[config.mk]
export PLATFORM = sky130hd
export DESIGN_NAME = fifo_replacement_key_cache_top
export DESIGN_NICKNAME = d
export VERILOG_FILES = /design/src/rtl/fkc_pkg.sv /design/src/rtl/fkc_cell.sv /design/src/rtl/fifo_replacement_key_cache_top.sv
export SDC_FILE = /design/constraint.sdc
export NUM_CORES = 1
export LEC_CHECK = 0
export BUFFER_PORTS_ARGS = -buffer_cell sky130_fd_sc_hd__clkbuf_2
export CELL_PAD_IN_SITES_DETAIL_PLACEMENT = 1
export CELL_PAD_IN_SITES_GLOBAL_PLACEMENT = 1
export CORE_MARGIN = 4
export CORE_UTILIZATION = 50
export CTS_CLUSTER_SIZE = 20
export DETAILED_ROUTE_END_ITERATION = 8
export PLACE_DENSITY = 0.78
export SLEW_MARGIN = 20
export SYNTH_ARGS = -nofsm -noshare
export SYNTH_HDL_FRONTEND = slang
export SYNTH_SLANG_ARGS = --single-unit
[constraint.sdc]
create_clock -name clk_i -period 5.8 [get_ports clk_i]
set_input_delay 0.29 -clock clk_i [delete_from_list [all_inputs] [get_ports clk_i]]
set_output_delay 0.29 -clock clk_i [all_outputs]
set_load 0.02 [all_outputs]
[src/rtl/fkc_pkg.sv]
`timescale 1ns / 1ps
`default_nettype none
// ----------------------------------------------------------------------------
// fkc_pkg: shared types and constants of the key cache
// Request and response items, the search token that walks the cell chain,
// and the update broadcast that commits an insert.
// ----------------------------------------------------------------------------
package fkc_pkg;

  localparam int KEY_W   = 64;  // width of the key field of an item
  localparam int SLOT_W  = 4;   // width of the slot field of a result
  localparam int AGE_W   = 4;
  localparam int IDX_W   = 6;   // slot index inside the chain, covers up to 64 cells

  localparam logic [AGE_W-1:0] AGE_TOP = 4'hF;

  // operation codes of an item
  localparam logic KIND_LOOKUP = 1'b0;
  localparam logic KIND_INSERT = 1'b1;

  typedef struct packed {
    logic             kind;
    logic [KEY_W-1:0] key;
  } req_t;

  typedef struct packed {
    logic              hit;
    logic [SLOT_W-1:0] slot;
    logic              replaced;
  } rsp_t;

  // running search state handed from cell to cell
  typedef struct packed {
    logic             valid;
    logic             kind;
    logic             found;
    logic [IDX_W-1:0] found_idx;
    logic             empty_found;
    logic [IDX_W-1:0] empty_idx;
    logic             have_min;
    logic [AGE_W-1:0] min_age;
    logic [IDX_W-1:0] min_idx;
  } token_t;

  // insert commit broadcast to every cell
  typedef struct packed {
    logic             en;
    logic [IDX_W-1:0] victim;
  } upd_t;

endpackage : fkc_pkg
`default_nettype wire

[src/rtl/fkc_cell.sv]
`timescale 1ns / 1ps
`default_nettype none
// ----------------------------------------------------------------------------
// fkc_cell: one slot of the key cache
// Holds valid, key and age of one slot, folds its contribution into the
// passing search token and registers the token toward the next cell.
// ----------------------------------------------------------------------------
module fkc_cell #(
  parameter int INDEX    = 0,
  parameter int KEY_BITS = 64
) (
  input  wire                   clk_i,
  input  wire                   rst_ni,
  input  wire  [KEY_BITS-1:0]   key_i,
  input  fkc_pkg::token_t       tok_i,
  output fkc_pkg::token_t       tok_o,
  input  fkc_pkg::upd_t         upd_i
);
  import fkc_pkg::*;

  localparam logic [IDX_W-1:0] MY_IDX = IDX_W'(INDEX);

  logic                valid_q;
  logic [AGE_W-1:0]    age_q;
  logic [KEY_BITS-1:0] key_q;
  token_t              tok_d, tok_q;
  logic                match;
  logic                is_victim;

  assign match     = valid_q && (key_q == key_i);
  assign is_victim = upd_i.en && (upd_i.victim == MY_IDX);

  // fold this slot into the running search
  always_comb begin
    tok_d = tok_i;
    if (tok_i.valid) begin
      if (!tok_i.found && match) begin
        tok_d.found     = 1'b1;
        tok_d.found_idx = MY_IDX;
      end
      if (!tok_i.empty_found && !valid_q) begin
        tok_d.empty_found = 1'b1;
        tok_d.empty_idx   = MY_IDX;
      end
      if (!tok_i.have_min || (age_q < tok_i.min_age)) begin
        tok_d.have_min = 1'b1;
        tok_d.min_age  = age_q;
        tok_d.min_idx  = MY_IDX;
      end
    end
  end

  // advance the token to the neighbor
  always_ff @(posedge clk_i or negedge rst_ni) begin
    if (!rst_ni) begin
      tok_q <= '0;
    end else begin
      tok_q <= tok_d;
    end
  end

  assign tok_o = tok_q;

  // commit an insert: take the key or age by one
  always_ff @(posedge clk_i or negedge rst_ni) begin
    if (!rst_ni) begin
      valid_q <= 1'b0;
      age_q   <= '0;
    end else if (upd_i.en) begin
      if (is_victim) begin
        valid_q <= 1'b1;
        age_q   <= AGE_TOP;
      end else if (valid_q && (age_q != '0)) begin
        age_q <= age_q - 1'b1;
      end
    end
  end

  // hold the key, no reset needed
  always_ff @(posedge clk_i) begin
    if (is_victim) begin
      key_q <= key_i;
    end
  end

endmodule : fkc_cell
`default_nettype wire

[src/rtl/fifo_replacement_key_cache_top.sv]
`timescale 1ns / 1ps
`default_nettype none
// ----------------------------------------------------------------------------
// fifo_replacement_key_cache_top: fully associative key cache, FIFO eviction
// An item's search token walks a chain of ENTRIES slot cells, one per cycle;
// the result is formed at the chain end and an insert commits to all cells.
// Result: done_o and rsp_o are registered from the token at the chain end.
// Busy stays high while a token is in the cell chain; a new item is taken
// once the prior one is at the chain end. The receiver cannot stall results.
// Reset: all slots empty with age zero, no item in flight.
// ----------------------------------------------------------------------------
module fifo_replacement_key_cache_top #(
  parameter int ENTRIES  = 10,
  parameter int KEY_BITS = 64
) (
  input  wire            clk_i,
  input  wire            rst_ni,
  input  wire            start,
  output logic           busy,
  input  fkc_pkg::req_t  req_i,
  output logic           done_o,
  output fkc_pkg::rsp_t  rsp_o
);
  import fkc_pkg::*;

  token_t              chain [ENTRIES+1];
  logic [ENTRIES:0]    chain_vld;
  token_t              tok0_d, tok0_q;
  logic [KEY_BITS-1:0] key_q;
  token_t              fin;
  upd_t                upd;
  rsp_t                rsp_d, rsp_q;
  logic                done_q;
  logic                accept;

  assign accept   = start && !busy;
  assign chain[0] = tok0_q;

  // build a fresh token for the item taken at this edge
  always_comb begin
    tok0_d       = '0;
    tok0_d.valid = accept;
    tok0_d.kind  = req_i.kind;
  end

  // inject the token on accept
  always_ff @(posedge clk_i or negedge rst_ni) begin
    if (!rst_ni) begin
      tok0_q <= '0;
    end else begin
      tok0_q <= tok0_d;
    end
  end

  // hold the key while the item walks the chain
  always_ff @(posedge clk_i) begin
    if (accept) begin
      key_q <= req_i.key[KEY_BITS-1:0];
    end
  end

  // row of slot cells
  for (genvar g = 0; g < ENTRIES; g++) begin : g_cell
    fkc_cell #(
      .INDEX   (g),
      .KEY_BITS(KEY_BITS)
    ) u_cell (
      .clk_i (clk_i),
      .rst_ni(rst_ni),
      .key_i (key_q),
      .tok_i (chain[g]),
      .tok_o (chain[g+1]),
      .upd_i (upd)
    );
  end

  for (genvar g = 0; g <= ENTRIES; g++) begin : g_vld
    assign chain_vld[g] = chain[g].valid;
  end

  assign busy = |chain_vld[ENTRIES-1:0];
  assign fin  = chain[ENTRIES];

  // pick the victim and form the result at the chain end
  always_comb begin
    upd.en     = fin.valid && (fin.kind == KIND_INSERT);
    upd.victim = fin.empty_found ? fin.empty_idx : fin.min_idx;
    rsp_d      = '0;
    if (fin.kind == KIND_LOOKUP) begin
      rsp_d.hit  = fin.found;
      rsp_d.slot = fin.found ? fin.found_idx[SLOT_W-1:0] : '0;
    end else begin
      rsp_d.slot     = upd.victim[SLOT_W-1:0];
      rsp_d.replaced = !fin.empty_found;
    end
  end

  // register the result strobe
  always_ff @(posedge clk_i or negedge rst_ni) begin
    if (!rst_ni) begin
      done_q <= 1'b0;
    end else begin
      done_q <= fin.valid;
    end
  end

  always_ff @(posedge clk_i) begin
    if (fin.valid) begin
      rsp_q <= rsp_d;
    end
  end

  assign done_o = done_q;
  assign rsp_o  = rsp_q;

  // only one item walks the chain at a time
  a_one_token: assert property (@(posedge clk_i) disable iff (!rst_ni)
    $onehot0(chain_vld))
    else $error("more than one token in the cell chain");

  // an accepted item sets busy on the next cycle
  a_busy_after_accept: assert property (@(posedge clk_i) disable iff (!rst_ni)
    accept |=> busy)
    else $error("busy not raised after accept");

  // a result strobe follows a token leaving the chain end
  a_done_source: assert property (@(posedge clk_i) disable iff (!rst_ni)
    done_o |-> $past(chain_vld[ENTRIES]))
    else $error("result strobe without a finished token");

  // a lookup hit never reports a replacement
  a_hit_no_replace: assert property (@(posedge clk_i) disable iff (!rst_ni)
    done_o && rsp_o.hit |-> !rsp_o.replaced)
    else $error("hit and replaced both set");

endmodule : fifo_replacement_key_cache_top
`default_nettype wire
# [Yosys cells after proc, flatten, opt, wreduce, memory -nomap -nowiden]
# Index checks and enable logic that the tools add are counted.
# W data, S select, Z words.
[totals] reg_bits=1026 latch_bits=0 mem_bits_rw=0 rom_bits=0 out_inout_bits=8 word_cells=364 n_memories=0
[op_classes] addsub=10 n_mul=0 n_div=0 magnitude_cmp=9 eq_ne=19 shift=0 muxes=62 bitwise_logic=0 n_reduce_logical=139
[op_table] cell="$eq A64 B64 Y1" count=10
[op_table] cell="$mux W25" count=10
[op_table] cell="$mux W7" count=20
[op_table] cell="$mux W11" count=9
[op_table] cell="$mux W4" count=22
[op_table] cell="$logic_and A1 B1 Y1" count=50
[op_table] cell="$reduce_and A2 Y1" count=20
[op_table] cell="$reduce_bool A4 Y1" count=10
[op_table] cell="$sub A4 B1 Y4 const B" count=10
[op_table] cell="$logic_not A1 Y1" count=38
[op_table] cell="$lt A4 B4 Y1" count=9
[op_table] cell="$eq A6 B3 Y1 const B" count=4
[op_table] cell="$reduce_bool A2 Y1" count=10
[op_table] cell="$eq A6 B2 Y1 const B" count=2
[op_table] cell="$eq A6 B4 Y1 const B" count=2
[op_table] cell="$reduce_or A10 Y1" count=1
[op_table] cell="$logic_or A1 B1 Y1" count=9
[op_table] cell="$eq A6 B1 Y1 const B" count=1
[op_table] cell="$logic_not A6 Y1" count=1
[op_table] cell="$mux W6" count=1

# [Logic depth before layout (Yosys ltp)]
# Gate-level depths: netlist of the first run.
[depth] ltp_word=5 depth_mapped=8

# [Cells and area by module]
# Synthesis of the first run repeated with hierarchy kept, for this count alone.
[hier_totals] cells_unflattened=2649 area_unflattened_um2=41428.5
[by_module_without_submodules] mod="fkc_cell (g_cell[1].u_cell ...)" instances=4 cells_each=256 area_per_inst_um2=3915.0 seq_area_each_um2=2722.6
[by_module_without_submodules] mod="fkc_cell (g_cell[5].u_cell ...)" instances=3 cells_each=256 area_per_inst_um2=3905.0 seq_area_each_um2=2722.6
[by_module_without_submodules] mod="fkc_cell (g_cell[3].u_cell)" instances=1 cells_each=258 area_per_inst_um2=3908.7 seq_area_each_um2=2722.6
[by_module_without_submodules] mod="fkc_cell (g_cell[7].u_cell)" instances=1 cells_each=256 area_per_inst_um2=3900.0 seq_area_each_um2=2722.6
[by_module_without_submodules] mod="fkc_cell (g_cell[0].u_cell)" instances=1 cells_each=250 area_per_inst_um2=3883.7 seq_area_each_um2=2722.6
[by_module_without_submodules] mod="fifo_replacement_key_cache_top" instances=1 cells_each=93 area_per_inst_um2=2361.0 seq_area_each_um2=2177.1

# [Worst setup path after synthesis of the first run]
# No wires, ideal clock.
[synth_path] path_type="reg2reg" start="reg g_cell[4].u_cell.tok_q (netlist bit g_cell[4].u_cell.tok_o[26])" end="reg key_q[0], enable pin" t_arrival_ps=3712 path_slack_ps=1600 path_stages_with_launch=4 n_path_buf=0 synth_period_minus_slack_ps=4200 cell_sequence="dfrtp_1 nor4_1 nand3_1 nor2_1"
[synth_between] elab_chain_cells=3
[synth_lines] item="from (decl)" line_no="fkc_cell.sv:26" source="token_t tok_d, tok_q;"
[synth_lines] item="from (signal assigned)" line_no="fkc_cell.sv:58" source="tok_q <= tok_d;"
[synth_lines] item="$reduce_or A10 Y1" line_no="fifo_replacement_key_cache_top.sv:81" source="assign busy = |chain_vld[ENTRIES-1:0];"
[synth_lines] item="via busy" line_no="fifo_replacement_key_cache_top.sv:19" source="output logic busy,"
[synth_lines] item="$logic_not A1 Y1" line_no="fifo_replacement_key_cache_top.sv:36" source="assign accept = start && !busy;"
[synth_lines] item="$logic_and A1 B1 Y1" line_no="fifo_replacement_key_cache_top.sv:36"
[synth_lines] item="via accept" line_no="fifo_replacement_key_cache_top.sv:34" source="logic accept;"
[synth_lines] item="to (signal assigned)" line_no="fifo_replacement_key_cache_top.sv:58" source="key_q <= req_i.key[KEY_BITS-1:0];"
[synth_lines] item="to (decl)" line_no="fifo_replacement_key_cache_top.sv:29" source="logic [KEY_BITS-1:0] key_q;"
# The timed path passes the listed nets, and every way through them passes these cells.
# A chain may end at the register's enable or synchronous reset.

# [Worst setup path after layout of the first run]
[layout_path] start="reg g_cell[9].u_cell.tok_q (netlist bit g_cell[9].u_cell.tok_o[26])" end="reg g_cell[2].u_cell.key_q[23], enable pin"
[layout_between] elab_chain_cells=2
[layout_lines] item="from (decl)" line_no="fkc_cell.sv:26"
[layout_lines] item="from (signal assigned)" line_no="fkc_cell.sv:58"
[layout_lines] item="$logic_and A1 B1 Y1" line_no="fifo_replacement_key_cache_top.sv:86" source="upd.en = fin.valid && (fin.kind == KIND_INSERT);"
[layout_lines] item="$logic_and A1 B1 Y1" line_no="fkc_cell.sv:31" source="assign is_victim = upd_i.en && (upd_i.victim == MY_IDX);"
[layout_lines] item="via g_cell[2].u_cell.is_victim" line_no="fkc_cell.sv:28" source="logic is_victim;"
[layout_lines] item="to (signal assigned)" line_no="fkc_cell.sv:82" source="key_q <= key_i;"
[layout_lines] item="to (decl)" line_no="fkc_cell.sv:25" source="logic [KEY_BITS-1:0] key_q;"
# The timed path passes the listed nets, and every way through them passes these cells.

==> summary.md, run 1 <==
| Metric | Value |
|---|---|
| Status | `finished, final reports clean` |
| Gate Count Post-Synth | `approximately 2500` |
| Overall Global Routing Usage | `28.76%` |
| Unique masters post-synth | `65` |
| Max clock buf depth | `3` |
| Seq/Total Area, Yosys | `between 70% and 80%` |
| Worst skew pair latency | `between 0.6 and 0.7 ns` |
| Hold Buf Count CTS | `66` |
| Design Area, Final | `between 0.04 and 0.05 sq mm` |
| Design Power | `between 15 and 20 mW` |
| Crit path cell chain | `and2_1, and2_1, nor2b_1, nand2_1, inv_2, buf_4` |
| Vias per cell | `about 6.1` |
| Largest stage delay, worst path | `around 0.79 ns` |
| Share of cells above drive strength 1 | `between 10% and 20%` |
| Fin nets | `about 2800` |
| CP most frequent cell | `and2_1` |
| CP arrival | `approximately 4.3 ns` |
| RR Startpoint | `g_cell[9].u_cell.tok_o[26]$_DFF_PN0_` |
| Die height | `about 280 um` |
| Final Slew Violations | `0` |
| Net Count, Synth | `2586` |
| Vias in the first global route | `24510` |
| CP Capture Type | `flip-flop` |
| Final hold violation count | `0` |
| #FFs+latches synth | `~900` |
| RSZ-0062 raised after global routing | `false` |
| Slowest CP cell | `inv_2` |
| Initial antenna violation count | `7` |
| Clock skew | `between 0.03 and 0.04 ns` |
| Clock slew at reported path FFs | `about 0.060 ns` |
| R2r endpoint | `g_cell[2].u_cell.key_q[23]$_DFFE_PP_` |
| Fillers | `just under 7000` |
| TritonCTS clock tree | `done` |
| HP Class | `in2async` |
| Critical Path RT | `6.14 ns` |
| Cell Count Post-Placement | `3540` |
| DRC violations left | `0` |
| Iter 0 DRT Violations | `2677` |
| Maxcap violations | `0` |
| Global route overflow | `0` |
| Post-synth ARST share | `22.99%` |
| CTS H-tree lvls | `3` |
| Detailed-route wire length per cell | `30.19 um` |
| Reg2Reg Depth | `6` |
| Placer congestion estimate | `~0.94` |
| Core Region | `about 0.075 sq mm` |
| DP HPWL | `72910 um` |
| First-pass GRT wire length | `around 170000 um` |
| Cell Area, Synth | `between 0.03 and 0.04 sq mm` |
| Placed Area | `~0.039 sq mm` |
| Mean Syn Cell Area | `between 15 and 20 sq um` |
| Most frequent cells in the layout | `edfxtp_1 (710), xnor2_1 (310), dfrtp_1 (212)` |
| Most common cell after layout, fill and taps aside | `edfxtp_1` |
| CTS sink cnt | `922` |
| Via count | `about 23000` |
| Crit Path Class | `reg2reg` |
| Final Setup Violations | `0` |
| Largest net degree at the start of global routing | `139` |
| Remaining antenna violation count | `0` |
| Standard-cell rows | `100` |
| Num CTS Buffers | `97` |
| Utilization after layout | `between 50% and 60%` |
| Finished Layout Cells | `3789` |
| Crit start category | `flip-flop` |
| FF-to-FF setup slack | `1.85 ns` |
| Setup TNS | `0 ns` |
| PwrDens | `roughly 450 mW/mm^2` |
| Top fanout value on the critical path | `38` |
| Initial core utilization | `~51%` |
| Slew at the pin closest to its max-slew limit | `1.132 ns` |
| Tmin final | `between 3 and 4 ns` |
| Boundary pin count | `76` |
| Die area | `around 0.08 sq mm` |
| Peak supply drop | `0.0003338 V` |
| Die X | `282.6 um` |
| Crit share post-route | `~68%` |
| Total setup buffers inserted after CTS | `0` |
| Pleak | `between 15 and 20 nW` |
| Pre-Repair DR Iteration Count | `6` |
| Post-CTS sizing | `0` |
| P&R area growth vs syn | `14.99%` |
| Max frequency | `between 0.2 and 0.3 GHz` |
| Warnings from Yosys | `0` |
| Port bufs | `75` |
| Number of flops mapped to enable cells by yosys | `710` |
| Final WL | `around 110000 um` |
| Relative slew margins | `23.81%` |
| Top_reg_cell synth | `edfxtp_1` |
| Root Buffer | `clkbuf_16` |
-- worst max-delay path by stage --
stage                                    startpoint                              endpoint  slack (ns)  cells after the start
6_report       g_cell[9].u_cell.tok_o[26]$_DFF_PN0_  g_cell[2].u_cell.key_q[23]$_DFFE_PP_        1.85                      6
5_1_grt        g_cell[9].u_cell.tok_o[26]$_DFF_PN0_   g_cell[2].u_cell.key_q[9]$_DFFE_PP_        1.66                      6
4_1_cts        g_cell[9].u_cell.tok_o[26]$_DFF_PN0_   g_cell[2].u_cell.key_q[9]$_DFFE_PP_        1.88                      6
3_5_place_dp   g_cell[9].u_cell.tok_o[26]$_DFF_PN0_   g_cell[2].u_cell.key_q[9]$_DFFE_PP_        1.90                      6
3_3_place_gp   g_cell[9].u_cell.tok_o[26]$_DFF_PN0_  g_cell[2].u_cell.key_q[24]$_DFFE_PP_        2.04                      6
2_1_floorplan  g_cell[4].u_cell.tok_o[26]$_DFF_PN0_                    key_q[0]$_DFFE_PP_        1.60                      3
-- state kept, by name, summed over array words and instances, names as in the netlist --
name	flops
g_cell.u_cell.key_q	640
g_cell.u_cell.tok_o	159
key_q	64
g_cell.u_cell.age_q	40
g_cell.u_cell.valid_q	10
rsp_o	6
chain	2
done_o	1
-- critical path, delay by kind of cell, from the launching register on --
family	cells	cell delay, ns
and+or+nand+nor	4	1.79
buffers and inverters	2	1.28
DFF	1	0.48
-- power breakdown --
part | switching, mW | total, mW | internal [mW]
clock | 2.62 | 6.21 | 3.59
sequential | 0.807 | 9.06 | 8.25
combinational | 2.90 | 4.44 | 1.54
total | 6.33 | 19.7 | 13.4
-- through the flow --
step	setup slack, ns	hold slack (ns)
floorplan	1.600	-0.005591
CTS	1.877	0.1861
detailed placement	1.897	0.3365
global placement	2.045	0.3442
finish	1.852	0.1529
global route	1.658	0.1756
-- cell type report --
type | count | area [sq um] | share of cell area, %
clock inverter | 51 | 529.3 | 1.221
inverter | 156 | 589.3 | 1.360
timing repair buffer | 226 | 1704 | 3.932
sequential | 922 | 26630 | 61.43
multi-input combinational | 1334 | 10010 | 23.11
tap | 969 | 1212 | 2.797
antenna | 1 | 2.502 | 0.005774
clock buffer | 130 | 2663 | 6.143
-- cell usage after synthesis (all sizes together) (21+ instances only) --
cell	n	share of area, %
nor4	78	1.4
nand2	91	0.91
o21ai	26	0.38
o22ai	44	0.73
dfrtp	212	14
buf	66	1.2
nor3	23	0.32
a21oi	27	0.39
or2	28	0.46
nand2b	104	1.7
o2111ai	21	0.50
ha	37	1.2
edfxtp	710	57
nor2b	30	0.50
nor2	34	0.34
xnor2	310	7.2
inv	155	1.6
nand4	86	1.4
mux2	25	0.75
xor2	187	4.3
-- logic make-up (layout without fill, tap and decap cells) --
group	after synthesis	in the layout	share of synthesized area, %
AND/OR/NAND/NOR	531	531	8.100
flip-flops	922	922	70.64
buffers and inverters	225	563	2.822
adder cells (fa/ha/maj)	37	37	1.228
other	0	1	0
XOR/XNOR	497	497	11.55
multiplexers	35	35	1.013
AO/OA/AOI/OAI	234	234	4.644
-- per-layer routing --
layer / up-vias / share of wire [%] / GRT usage, % / wire, um
li1: 9501 / - / - / -
met1: 11910 / 37 / 37.16 / 42780
met2: 1293 / 48 / 47.55 / 55050
met3: 298 / 9.6 / 6.091 / 10940
met4: 4 / 4.9 / 12.44 / 5610
met5: - / 0.026 / 0 / 30
No activity file was read; power rests on OpenSTA's default activity.
==> inputs of run 2 (changes only) <==
--- a/config.mk
+++ b/config.mk
@@ -9,7 +9,7 @@
 export CELL_PAD_IN_SITES_DETAIL_PLACEMENT = 1
 export CELL_PAD_IN_SITES_GLOBAL_PLACEMENT = 1
 export CORE_MARGIN = 4
-export CORE_UTILIZATION = 50
+export CORE_UTILIZATION = 48
 export CTS_CLUSTER_SIZE = 20
 export DETAILED_ROUTE_END_ITERATION = 8
 export PLACE_DENSITY = 0.78
==> constraint.sdc (replaced) <==
create_clock -name clk_i -period 3.55 [get_ports clk_i]
set_input_delay 0.1775 -clock clk_i [delete_from_list [all_inputs] [get_ports clk_i]]
set_output_delay 0.1775 -clock clk_i [all_outputs]
set_load 0.02 [all_outputs]
==> summary.md, run 2 (synthesized netlist as in run 1, its figures left out) <==
| Metric | Value |
|---|---|
| Pre-Repair DR Iteration Count | `5` |
| Via count | `around 23000` |
| DP HPWL | `between 80000 and 90000 um` |
| Initial antenna violation count | `4` |
| Crit Path Class | `reg2reg` |
| Final Slew Violations | `0` |
| Port bufs | `75` |
| FF-to-FF setup slack | `roughly 0.11 ns` |
| Status | `finished, final reports clean` |
| WHS Path Cells | `4` |
| CP arrival | `3.92 ns` |
| RR Startpoint | `key_q[14]$_DFFE_PP_` |
| Met3 wire length | `9211 um` |
| Top fanout value on the critical path | `11` |
| Overall Global Routing Usage | `between 20% and 30%` |
| Setup TNS | `0 ns` |
| Relative slew margins | `between 30% and 40%` |
| Maxcap violations | `0` |
| Initial core utilization | `between 40% and 50%` |
| Reg2Reg Depth | `6` |
| Biggest register | `g_cell.u_cell.key_q` |
| Standard-cell rows | `approximately 100` |
| Fillers | `7355` |
| Clock skew | `roughly 0.032 ns` |
| First-pass GRT wire length | `roughly 170000 um` |
| Max clock buf depth | `3` |
| Max Used Layer | `met5` |
| Ant. Diodes | `0` |
| R2r endpoint | `g_cell[0].u_cell.tok_o[24]$_DFF_PN0_` |
| Root Buffer | `clkbuf_16` |
| Worst Setup SP | `key_q[14]$_DFFE_PP_` |
| Share of cells above drive strength 1 | `roughly 16%` |
| HP Class | `in2reg` |
| Num CTS Buffers | `96` |
| Post-CTS sizing | `0` |
| Final WL | `118800 um` |
| Met2 wire length | `slightly below 60000 um` |
| Met1 wire length | `44900 um` |
| Vias in the first global route | `roughly 25000` |
| Die area | `0.08307 sq mm` |
| CTS sink cnt | `922` |
| CP Capture Type | `flip-flop` |
| Detailed-route wire length per cell | `a little over 30 um` |
| Clock slew at reported path FFs | `roughly 0.060 ns` |
| Core Region | `approximately 0.078 sq mm` |
| Final hold violation count | `0` |
| Vias per cell | `~6` |
| Fin nets | `approximately 2900` |
| CP endpoint | `g_cell[0].u_cell.tok_o[24]$_DFF_PN0_` |
| Critical Path RT | `between 4 and 5 ns` |
| Worst skew pair latency | `about 0.7 ns` |
| CTS H-tree lvls | `3` |
| Max frequency | `approximately 0.29 GHz` |
| Die height | `288.2 um` |
| Slew at the pin closest to its max-slew limit | `around 0.97 ns` |
| Multi-input logic area | `approximately 0.01 sq mm` |
| Peak supply drop | `approximately 0.00053 V` |
| Final Setup Violations | `0` |
| Area occupied by registers | `~0.027 sq mm` |
| Die X | `about 290 um` |
| Tmin final | `roughly 3.4 ns` |
| Total setup buffers inserted after CTS | `0` |
| Remaining antenna violation count | `0` |
| PwrDens | `726.4 mW/mm^2` |
| Most common cell after layout, fill and taps aside | `edfxtp_1` |
| Most frequent cells in the layout | `edfxtp_1 (710), xnor2_1 (310), dfrtp_1 (212)` |
| Crit share post-route | `a little over nine tenths` |
| Max reg flops | `640` |
| Placer congestion estimate | `between 0.9 and 1` |
| Utilization after layout | `a little under three fifths` |
| Largest net degree at the start of global routing | `121` |
| Pleak | `16.25 nW` |
| Global route overflow | `0` |
| TritonCTS clock tree | `done` |
| Boundary pin count | `between 70 and 80` |
| Crit start category | `flip-flop` |
| Iter 0 DRT Violations | `between 2000 and 3000` |
| RSZ-0062 raised after global routing | `false` |
| DRC violations left | `0` |
| P&R area growth vs syn | `17.05%` |
[run 2: cell count changes in the layout (fill, tap and decap cells not counted), sizes merged]
cell	change
diode	-1
clkbuf	+2
clkinv	-5
bufinv	-5
buf	+79
inv	+3
[run 2: layout make-up]
cell class,instances,area share (%)
Inverter,156,1.333
Clock inverter,44,0.8849
Sequential cell,922,60.35
Timing Repair Buffer,305,5.814
Tap cell,1040,2.950
Multi-Input combinational cell,1334,22.69
Clock buffer,132,5.979
[run 2: repair_timing]
action / in CTS / in global routing
hold endpoints to repair: 182 / 0
endpoints found under the setup margin: 0 / 0
hold buffers: 66 / 0
[run 2: power breakdown]
group / internal [mW] / switching [mW] / total [mW]
logic: 2.78 / 4.32 / 7.09
clock network: 5.45 / 4.31 / 9.76
registers: 13.5 / 1.71 / 15.2
[run 2: critical path, stage by stage, from the launching register on]
cell	delay, ns
edfxtp_1	0.85
buf_4	0.35
inv_1	0.18
a221o_1	0.37
a2111oi_2	0.57
nand4_1	0.29
nor4_2	0.63
[run 2: per-stage QoR]
step           instances  hold WS (ns)  setup slack (ns)  cell area, sq um  power [mW]
3_5_place_dp        3691        0.2889            0.3117             40430       22.26
4_1_cts             3933       0.07802            0.1982             44120       32.15
2_1_floorplan       2481       -0.1181            0.4342             37690       18.76
3_3_place_gp        3691        0.2929            0.3599             40430       21.81
5_1_grt             3933        0.1157            0.1222             44120       33.27
6_report            3933       0.09187            0.1109             44120       32.05
[run 2: layer usage]
metal	GRT usage (%)	vias up
met5	0	-
met4	13.63	2
met3	5.185	287
met2	48.06	1145
met1	36.89	12140
li1	-	9662
[run 2: worst min path at each step]
stage / start / endpoint / slack [ns]
detailed placement: req_i[64] / chain[295]$_DFF_PN0_ / 0.29
finish: start / chain[296]$_DFF_PN0_ / 0.09
global route: start / chain[296]$_DFF_PN0_ / 0.12
global placement: req_i[64] / chain[295]$_DFF_PN0_ / 0.29
CTS: start / chain[296]$_DFF_PN0_ / 0.08
floorplan: rst_ni / chain[295]$_DFF_PN0_ / -0.12
